**config.mk**
```make
export PLATFORM = sky130hd
export DESIGN_NAME = crsf_frame_receiver
export DESIGN_NICKNAME = d
export VERILOG_FILES = /design/src/rtl/crsf_pkg.sv /design/src/rtl/crsf_framer.sv /design/src/rtl/crsf_frame_receiver.sv
export SDC_FILE = /design/constraint.sdc
export NUM_CORES = 1
export LEC_CHECK = 0
export BUFFER_PORTS_ARGS = -buffer_cell sky130_fd_sc_hd__buf_4
export CAP_MARGIN = 5
export CORE_MARGIN = 3
export CORE_UTILIZATION = 60
export CTS_CLUSTER_DIAMETER = 80
export DETAILED_ROUTE_END_ITERATION = 12
export MAX_ROUTING_LAYER = met4
export PLACE_DENSITY_LB_ADDON = 0.05
export SYNTH_ARGS = -nofsm -noshare
export SYNTH_HDL_FRONTEND = slang
export SYNTH_HIERARCHICAL = 1
export SYNTH_SLANG_ARGS = --single-unit
```
**constraint.sdc**
```tcl
create_clock -name clk -period 36.4 [get_ports clk]
set_clock_uncertainty 0.15 [all_clocks]
set_input_delay 3.64 -clock clk [delete_from_list [all_inputs] [get_ports clk]]
set_output_delay 3.64 -clock clk [all_outputs]
set_load 0.05 [all_outputs]
```
**src/rtl/crsf_pkg.sv**
```systemverilog
// ----------------------------------------------------------------------------
// crsf_pkg
// Shared types and constants for the RC-channels frame receiver.
// ----------------------------------------------------------------------------
package crsf_pkg;

  localparam int STORE_DEPTH   = 25;
  localparam int FIRST_PAYLOAD = 3;
  localparam int PAYLOAD_BYTES = 22;
  localparam int PAYLOAD_BITS  = PAYLOAD_BYTES * 8;
  localparam int VALUE_W       = 11;

  localparam logic [6:0] COUNT_WRAP = 7'd67;
  localparam logic [9:0] IDLE_MAX   = 10'd1023;

  // input item kinds
  localparam logic MODE_BYTE = 1'b0;
  localparam logic MODE_TICK = 1'b1;

  // configuration register indexes
  localparam logic [7:0] REG_ADDRESS    = 8'd0;
  localparam logic [7:0] REG_TYPE       = 8'd1;
  localparam logic [7:0] REG_MAX_LENGTH = 8'd2;
  localparam logic [7:0] REG_GAP_LIMIT  = 8'd3;

  localparam logic [7:0] RST_ADDRESS    = 8'hC8;
  localparam logic [7:0] RST_TYPE       = 8'h16;
  localparam logic [6:0] RST_MAX_LENGTH = 7'd64;
  localparam logic [9:0] RST_GAP_LIMIT  = 10'd800;

  typedef struct packed {
    logic [7:0] expected_address;
    logic [7:0] expected_type;
    logic [6:0] max_length;
    logic [9:0] gap_limit;
  } cfg_t;

  typedef struct packed {
    logic                    hit;      // item completes a matching frame
    logic [PAYLOAD_BITS-1:0] payload;  // frame bytes 3..24, byte 3 lowest
  } frame_t;

endpackage

```
**src/rtl/crsf_framer.sv**
```systemverilog
// ----------------------------------------------------------------------------
// crsf_framer
// Byte framing, idle gap timing and frame byte store. Flags the item that
// completes a frame with matching address and type, and shows its payload.
// ----------------------------------------------------------------------------
module crsf_framer (
  input  logic            clk,
  input  logic            rst,
  input  crsf_pkg::cfg_t  cfg,
  input  logic            accept,
  input  logic            mode,
  input  logic [7:0]      rx_byte,
  output crsf_pkg::frame_t frame
);

  logic [6:0] write_position;
  logic [6:0] frame_length;
  logic [9:0] idle_ticks;
  logic [7:0] byte_store [crsf_pkg::STORE_DEPTH];

  logic [7:0] store_next [crsf_pkg::STORE_DEPTH];
  logic [6:0] pos_w;
  logic [6:0] pos_inc;
  logic [6:0] len_next;
  logic       len_drop;
  logic       done;
  logic [9:0] idle_next;

  always_comb begin
    pos_w    = (write_position >= crsf_pkg::COUNT_WRAP) ? 7'd0 : write_position;
    len_drop = (pos_w == 7'd1) && (rx_byte > {1'b0, cfg.max_length});
    len_next = (pos_w == 7'd1) ? rx_byte[6:0] : frame_length;
    pos_inc  = pos_w + 7'd1;
    done     = !len_drop && (pos_inc > 7'd1) &&
               ({1'b0, pos_inc} >= ({1'b0, len_next} + 8'd2));
    idle_next = (idle_ticks == crsf_pkg::IDLE_MAX) ? idle_ticks : idle_ticks + 10'd1;

    store_next = byte_store;
    if (pos_w < 7'(crsf_pkg::STORE_DEPTH)) begin
      store_next[pos_w[4:0]] = rx_byte;
    end

    for (int i = 0; i < crsf_pkg::PAYLOAD_BYTES; i++) begin
      frame.payload[8*i +: 8] = store_next[crsf_pkg::FIRST_PAYLOAD + i];
    end
    frame.hit = (mode == crsf_pkg::MODE_BYTE) && done &&
                (store_next[0] == cfg.expected_address) &&
                (store_next[2] == cfg.expected_type);
  end

  always_ff @(posedge clk) begin
    if (rst) begin
      write_position <= '0;
      frame_length   <= '0;
      idle_ticks     <= '0;
      for (int i = 0; i < crsf_pkg::STORE_DEPTH; i++) begin
        byte_store[i] <= '0;
      end
    end else if (accept) begin
      if (mode == crsf_pkg::MODE_TICK) begin
        idle_ticks <= idle_next;
        // drop a partial frame after a long gap
        if (write_position != 7'd0 && idle_next > cfg.gap_limit) begin
          write_position <= '0;
          frame_length   <= '0;
        end
      end else begin
        idle_ticks <= '0;
        if (len_drop) begin
          write_position <= '0;
          frame_length   <= '0;
        end else begin
          byte_store <= store_next;
          if (done) begin
            write_position <= '0;
            frame_length   <= '0;
          end else begin
            write_position <= pos_inc;
            frame_length   <= len_next;
          end
        end
      end
    end
  end

endmodule

```
**src/rtl/crsf_frame_receiver.sv**
```systemverilog
// ----------------------------------------------------------------------------
// crsf_frame_receiver
// Serial remote-control frame receiver with RC-channels unpack.
// ----------------------------------------------------------------------------
// Input channel (in_valid/in_ready): one beat is either a received byte
// (mode 0, rx_byte) or a one-microsecond tick (mode 1). Bytes are framed,
// ticks time the idle gap. Up to one input beat is taken every cycle.
// Output channel (out_valid/out_ready): a complete frame with matching
// address and type yields CHANNEL_COUNT beats, channel 0 first, with
// last_channel set on the final one. The first beat is registered from the
// payload register; beats then follow one per cycle while out_ready is high.
// Channel beats are shifted out of a payload register, so while a frame is
// still being sent, in_ready drops only for a byte that would complete the
// next matching frame; all other beats keep flowing. A stalled receiver
// therefore holds the input only at frame boundaries.
// Configuration (cfg_valid/cfg_ready): always ready, one register per beat,
// indexes 0..3; other indexes are ignored.
// Reset clears framing state, the byte store and the idle counter, empties
// the output, and loads the default register values.
// ----------------------------------------------------------------------------
module crsf_frame_receiver #(
  parameter int CHANNEL_COUNT = 16
) (
  input  logic        clk,
  input  logic        rst,
  input  logic        in_valid,
  output logic        in_ready,
  input  logic        mode,
  input  logic [7:0]  rx_byte,
  output logic        out_valid,
  input  logic        out_ready,
  output logic [3:0]  channel_index,
  output logic [10:0] channel_value,
  output logic        last_channel,
  input  logic        cfg_valid,
  output logic        cfg_ready,
  input  logic [7:0]  cfg_index,
  input  logic [9:0]  cfg_data
);

  localparam logic [3:0] LAST_IDX = 4'(CHANNEL_COUNT - 1);

  crsf_pkg::cfg_t   cfg;
  crsf_pkg::frame_t frame;

  logic                              busy;
  logic [3:0]                        beat_idx;
  logic [crsf_pkg::PAYLOAD_BITS-1:0] shift;
  logic                              in_accept;
  logic                              can_load;

  assign cfg_ready = 1'b1;
  assign in_ready  = !(busy && frame.hit);
  assign in_accept = in_valid && in_ready;
  assign can_load  = !out_valid || out_ready;

  always_ff @(posedge clk) begin
    if (rst) begin
      cfg.expected_address <= crsf_pkg::RST_ADDRESS;
      cfg.expected_type    <= crsf_pkg::RST_TYPE;
      cfg.max_length       <= crsf_pkg::RST_MAX_LENGTH;
      cfg.gap_limit        <= crsf_pkg::RST_GAP_LIMIT;
    end else if (cfg_valid) begin
      case (cfg_index)
        crsf_pkg::REG_ADDRESS:    cfg.expected_address <= cfg_data[7:0];
        crsf_pkg::REG_TYPE:       cfg.expected_type    <= cfg_data[7:0];
        crsf_pkg::REG_MAX_LENGTH: cfg.max_length       <= cfg_data[6:0];
        crsf_pkg::REG_GAP_LIMIT:  cfg.gap_limit        <= cfg_data;
        default: ;
      endcase
    end
  end

  crsf_framer u_framer (
    .clk     (clk),
    .rst     (rst),
    .cfg     (cfg),
    .accept  (in_accept),
    .mode    (mode),
    .rx_byte (rx_byte),
    .frame   (frame)
  );

  // channel emitter: shift 11 bits out per beat
  always_ff @(posedge clk) begin
    if (rst) begin
      busy      <= 1'b0;
      beat_idx  <= '0;
      out_valid <= 1'b0;
    end else begin
      if (can_load) begin
        if (busy) begin
          out_valid     <= 1'b1;
          channel_index <= beat_idx;
          channel_value <= shift[crsf_pkg::VALUE_W-1:0];
          last_channel  <= (beat_idx == LAST_IDX);
          shift         <= shift >> crsf_pkg::VALUE_W;
          if (beat_idx == LAST_IDX) begin
            busy <= 1'b0;
          end else begin
            beat_idx <= beat_idx + 4'd1;
          end
        end else begin
          out_valid <= 1'b0;
        end
      end
      if (in_accept && frame.hit) begin
        busy     <= 1'b1;
        beat_idx <= '0;
        shift    <= frame.payload;
      end
    end
  end

endmodule

```
==> results of run 1 <==
power breakdown:
part,total [mW],internal [mW],switching [mW]
clock,0.474,0.274,0.200
combinational,0.0415,0.0117,0.0298
sequential,0.521,0.519,0.00115
how the worst max path moves through the flow:
stage	to	slack, ns	start
after CTS	in_ready	25.31	rx_byte[1]
final	in_ready	25.31	rx_byte[1]
after detailed placement	in_ready	25.33	rx_byte[1]
after global routing	in_ready	25.07	rx_byte[1]
after global placement	in_ready	25.39	rx_byte[1]
after floorplan	shift[0]	20.70	rx_byte[2]
routing by layer:
| layer | part of all wire | up-vias | wire length [um] | GRT usage |
|---|---|---|---|---|
| li1 | - | 7979 | - | - |
| met1 | 0.45 | 7943 | 23680 | 0.3443 |
| met2 | 0.48 | 344 | 25250 | 0.4385 |
| met3 | 0.040 | 90 | 2096 | 0.03081 |
| met4 | 0.022 | 0 | 1157 | 0.07729 |
| met5 | 0 | - | 0 | - |
cell usage in the layout (no fill, tap or decap), types with 39 or more instances in the layout:
cell         n
a21oi_1    157
clkbuf_16   47
o21ai_0    205
mux2_2     110
buf_4       59
nand2_1    717
inv_1       39
nand2b_1    41
dfxtp_1    255
nor2_1     136
mux2i_1    110
edfxtp_1   192
sequential cells by signal (all words and copies together) (netlist names):
| register | count |
|---|---|
| u_framer/idle_ticks | 10 |
| busy | 1 |
| u_framer/frame_length | 7 |
| cfg | 33 |
| out_valid | 1 |
| u_framer/write_position | 7 |
| channel_index | 4 |
| u_framer/byte_store | 192 |
| shift | 176 |
| last_channel | 1 |
| channel_value | 11 |
| beat_idx | 4 |
final cells by class:
| class | count | area (um^2) |
|---|---|---|
| fill | 3143 | 13670 |
| clock buffer | 58 | 1257 |
| inverter | 39 | 146.4 |
| tap | 504 | 630.6 |
| clock inverter | 28 | 257.7 |
| multi-input combinational | 1721 | 9639 |
| sequential | 447 | 10870 |
| timing repair buffer | 62 | 488.0 |
cells by family (layout without fill, tap and decap cells):
logic type	Yosys count	in the layout	share of synthesized area
multiplexers	221	221	0.1034
AND/OR/NAND/NOR	1011	1011	0.1870
other	1	1	0.0001648
flip-flops	447	447	0.4777
adder cells (fa/ha/maj)	31	31	0.01704
AO/OA/AOI/OAI	431	431	0.1046
buffers and inverters	405	187	0.1001
XOR/XNOR	26	26	0.01001
per-stage QoR:
step / setup slack (ns) / hold slack [ns]
2_1_floorplan: 20.70 / 0.2503
3_3_place_gp: 25.39 / 0.2558
3_5_place_dp: 25.33 / 0.2563
4_1_cts: 25.31 / 0.2713
5_1_grt: 25.07 / 0.2757
6_report: 25.31 / 0.2707
==> flow_summary_export.csv, run 1 <==
group,metric,value,unit
worst_setup_path,path_buf_inv,3,
global_route,grt_pass1_vias,16041,
worst_setup_path,crit_type,"in2out",
worst_setup_path,reg2reg_from,"u_framer/write_position[2]",
clocking,cts.path.max_buffers,3,
timing,slew_headroom,0.2124,
floorplanning,boundaryPins,51,
floorplanning,core.rowCount,70,
hold_path,hold_depth,0,
placement,hpwl,30720,um
logic_synthesis,synth_area_leaders,"edfxtp_1 25%, dfxtp_1 22%, nand2_1 12%",
worst_setup_path,critPathSlowestCell,"buf_4",
power,power.total,1.036,mW
power,ir_worst_vdd,0.04684,mV
clocking,cts_tree,"built",
power,power_density,44.49,nW/um^2
floorplanning,core_area,36960,um^2
clocking,cts.repair.resized,0,
logic_synthesis,avgSynthCellArea,8.844,um^2
finish,drive_above_1_share,0.1121,
hold_path,min_path_type,"reg2reg",
logic_synthesis,synth_common_cells,"717 x nand2_1, 255 x dfxtp_1, 205 x o21ai_0",
worst_setup_path,ff2ff_path_depth,25,
detailed_routing,wire_per_inst,18.25,um
clocking,clock_latency,0.58,ns
worst_setup_path,required,32.61,ns
worst_setup_path,r2r-end,"shift[175]",
logic_synthesis,yosysMostFrequentCell,"nand2_1",
detailed_routing,routed_wirelength,52180,um
timing,finalHoldViolations,0,
finish,fin_area,23290,um^2
timing,setup_viol,0,
logic_synthesis,ys.flop_type,"dfxtp_1",
placement,dp_cells,2772,
worst_setup_path,critPathArrivalTime,7.30,ns
detailed_routing,first_pass_iters,5,
clocking,post-cts-setup-buffer-count,0,
logic_synthesis,yosysSeqAreaShare,0.4777,
logic_synthesis,yosys_warnings,6,
detailed_routing,via_per_inst,5.721,
timing,worst_pin_slew,1.181,ns
floorplanning,initial_utilization,0.6157,
logic_synthesis,synth_area,22760,um^2
worst_setup_path,cp_top_family,"simple AND/OR/NAND/NOR gates",
detailed_routing,detail-route-antenna-nets,0,
placement,gp_congestion,0.8477,
logic_synthesis,synthCells,2573,
power,leakage,8.992,nW
timing,fin_tns_setup,0,ns
worst_setup_path,reg2reg_slack,27.80,ns
clocking,clkSinkCount,447,
clocking,cts_inserted_buffers,46,
detailed_routing,drtIter0Drc,1235,
logic_synthesis,synth_nets,2636,
floorplanning,die_area,40300,um^2
finish,diodes,0,
placement,portBuffers,49,
detailed_routing,drc,0,
logic_synthesis,yosys_register_bits,447,
placement,placed_area,21760,um^2
logic_synthesis,yosys.area.top_type,"edfxtp_1",
floorplanning,die_h,200.8,um
finish,synthToLayoutAreaGrowth,2.342,%
global_route,grt_pass1_wl,85310,um
logic_synthesis,async_reset_ff_frac,0,
timing,period_share,0.3047,
timing,max_freq,0.09015,GHz
finish,fin_util,0.6301,
run_status,status,"finished clean",
logic_synthesis,synth_edf_count,192,
timing,slew_viol_final,0,
clocking,ctsHoldBuffers,0,
global_route,grt_antenna_before_repair,0,
global_route,grt_max_degree,169,
worst_setup_path,cp_num_cells,17,
global_route,track_usage,0.2643,
worst_setup_path,slowest_delay,0.47,ns
worst_setup_path,crit_fanout,46,
floorplanning,die_w,200.8,um
timing,rsz0062_at_grt,"no",
logic_synthesis,yosysTopAreaCellShare,0.2534,
hold_path,hp-start,"shift[0]",
detailed_routing,dr_total_vias,16356,
clocking,cts_htree_levels,2,
hold_path,holdPathEnd,"channel_value[0]",
global_route,overflow,0,
worst_setup_path,worstPathCellList,"buf_4 -> mux2i_1 -> inv_1 -> ha_1 -> nand3_1 -> a41oi_1 -> o31ai_1 -> nor2_1 -> xor2_1 -> ha_1 -> nand4_1 -> o21ai_0 -> o311a_1 -> nand3_1 -> nor4_2 -> nand2_1 -> buf_4",
run,drv_cap,0,
finish,final_net_count,2380,
worst_setup_path,cp-start-kind,"input port",
finish,fin_cells,2859,
clocking,path_clk_slew,0.06,ns
worst_setup_path,end_kind,"output port",
clocking,root_buffer,"clkbuf_16",
logic_synthesis,synth_cell_types,68,
timing,fin_crit,11.09,ns
(Power assumes the default switching activity.)
==> run 2: changes to the inputs <==
Clock period 36.4 ns to 10.9 ns, I/O delays scaled along.
==> flow_summary_export.csv, run 2 (synthesis gave the netlist of run 1 again) <==
group,metric,value,unit
run_status,status,"finished clean",
worst_setup_path,crit_fanout,43,
worst_setup_path,end_kind,"flip-flop",
detailed_routing,drc,0,
detailed_routing,wire_per_inst,19.03,um
clocking,cts.path.max_buffers,3,
clocking,path_clk_slew,0.06,ns
timing,fin_crit,8.457,ns
finish,final_net_count,2384,
finish,seq_area,10870,um^2
finish,synthToLayoutAreaGrowth,2.287,%
worst_setup_path,slowest_delay,1.05,ns
timing,slew_headroom,0.1417,
clocking,cts_inserted_buffers,48,
worst_setup_path,critPathSlowestCell,"nor2_4",
power,leakage,8.981,nW
detailed_routing,via_per_inst,5.755,
floorplanning,boundaryPins,51,
clocking,clock_latency,0.58,ns
worst_setup_path,crit_type,"reg2reg",
finish,final_cell_mix,"717 x nand2_1, 255 x dfxtp_1, 205 x o21ai_0, 192 x edfxtp_1, 157 x a21oi_1",
finish,reg.largest.list,"u_framer/byte_store (192), shift (176), cfg (33)",
global_route,grt_antenna_before_repair,1,
timing,rsz0062_at_grt,"no",
floorplanning,die_h,200.8,um
finish,multi_input_area,9639,um^2
placement,gp_congestion,0.8629,
detailed_routing,dr_total_vias,16481,
global_route,grt_pass1_vias,15911,
floorplanning,core.rowCount,70,
clocking,root_buffer,"clkbuf_16",
floorplanning,initial_utilization,0.6157,
global_route,overflow,0,
placement,hpwl,30750,um
detailed_routing,routed_wirelength,54500,um
finish,diodes,0,
finish,fin_area,23280,um^2
detailed_routing,drtIter0Drc,1510,
placement,portBuffers,49,
finish,fin_util,0.6298,
clocking,cts_tree,"built",
global_route,grt_pass1_wl,87170,um
worst_setup_path,critPathArrivalTime,8.73,ns
hold_path,min_path_type,"reg2reg",
power,ir_worst_vdd,0.1202,mV
floorplanning,die_w,200.8,um
timing,fin_tns_setup,0,ns
floorplanning,core_area,36960,um^2
timing,max_freq,0.1182,GHz
clocking,ctsHoldBuffers,0,
floorplanning,die_area,40300,um^2
clocking,clkSinkCount,447,
timing,whs,0.2665,ns
finish,final_common_cell,"nand2_1",
finish,largest_register_ffs,192,
clocking,cts_htree_levels,2,
timing,period_share,0.7759,
finish,fill_cells,3137,
power,power_density,147.6,nW/um^2
detailed_routing,detail-route-antenna-nets,0,
worst_setup_path,required,11.17,ns
finish,drive_above_1_share,0.1119,
detailed_routing,first_pass_iters,5,
worst_setup_path,cp-start-kind,"flip-flop",
global_route,grt_max_degree,177,
clocking,cts.repair.resized,0,
timing,slew_viol_final,0,
clocking,post-cts-setup-buffer-count,0,
timing,setup_viol,0,
run,drv_cap,0,
global_route,track_usage,0.2749,
finish,regMostFlops,"u_framer/byte_store",
timing,finalHoldViolations,0,
timing,worst_pin_slew,1.287,ns
placement,placed_area,21790,um^2
-- run 2: changes by cell type in the layout (fill, tap and decap cells not counted) --
cell       delta
clkbuf_1      +4
buf_4         +3
bufinv_16     -3
clkbuf_16     +2
clkbuf_8      +2
clkinv_2      -2
buf_6         -1
clkinv_1      +1
clkinv_4      -1
inv_16        -1
inv_6         +1
-- run 2: path summary, 6_finish.rpt --
check | cells past startpoint | end | slack, ns | from
worst max register to register | 29 | u_framer/byte_store[152] | 2.44 | u_framer/write_position[2]
worst min-delay path | 0 | channel_value[0] | 0.27 | shift[0]
worst max-delay path | 29 | u_framer/byte_store[152] | 2.44 | u_framer/write_position[2]
worst min register to register | 0 | channel_value[0] | 0.27 | shift[0]
-- run 2: final cells by class --
type                            instances  area share
Clock buffer                           66     0.05800
Multi-Input combinational cell       1721      0.4141
Inverter                               39    0.006289
Clock inverter                         23    0.006074
Sequential cell                       447      0.4670
Tap cell                              504     0.02709
Timing Repair Buffer                   64     0.02145
-- run 2: per-stage QoR --
stage          total power [mW]  setup slack [ns]  instances
2_1_floorplan             1.867            0.2323       2573
3_3_place_gp              1.921             2.683       2775
3_5_place_dp              1.921             2.526       2775
4_1_cts                   3.465             2.489       2864
5_1_grt                   3.545             1.788       2864
6_report                  3.435             2.443       2864
-- run 2: worst max-delay path, delay by kind of cell, from the launching register on --
kind / cells / cell delay, ns
XOR/XNOR: 1 / 0.18
AND/OR/NAND/NOR: 14 / 4.09
buffers and inverters: 3 / 0.70
adder cells (fa/ha/maj): 3 / 1.07
AO/OA/AOI/OAI: 6 / 1.10
flip-flops: 1 / 0.44
multiplexers: 2 / 0.52
-- run 2: power breakdown --
part / switching [mW] / internal (mW)
clock network: 0.659 / 0.888
registers: 0.00360 / 1.73
logic: 0.109 / 0.0399
total: 0.771 / 2.66
-- run 2: per-layer routing --
layer	wire [um]	vias up	global-route usage
li1	-	7981	-
met1	25090	8022	0.3728
met2	26120	411	0.4491
met3	2365	67	0.02805
met4	927	0	0.06725
met5	0	-	-
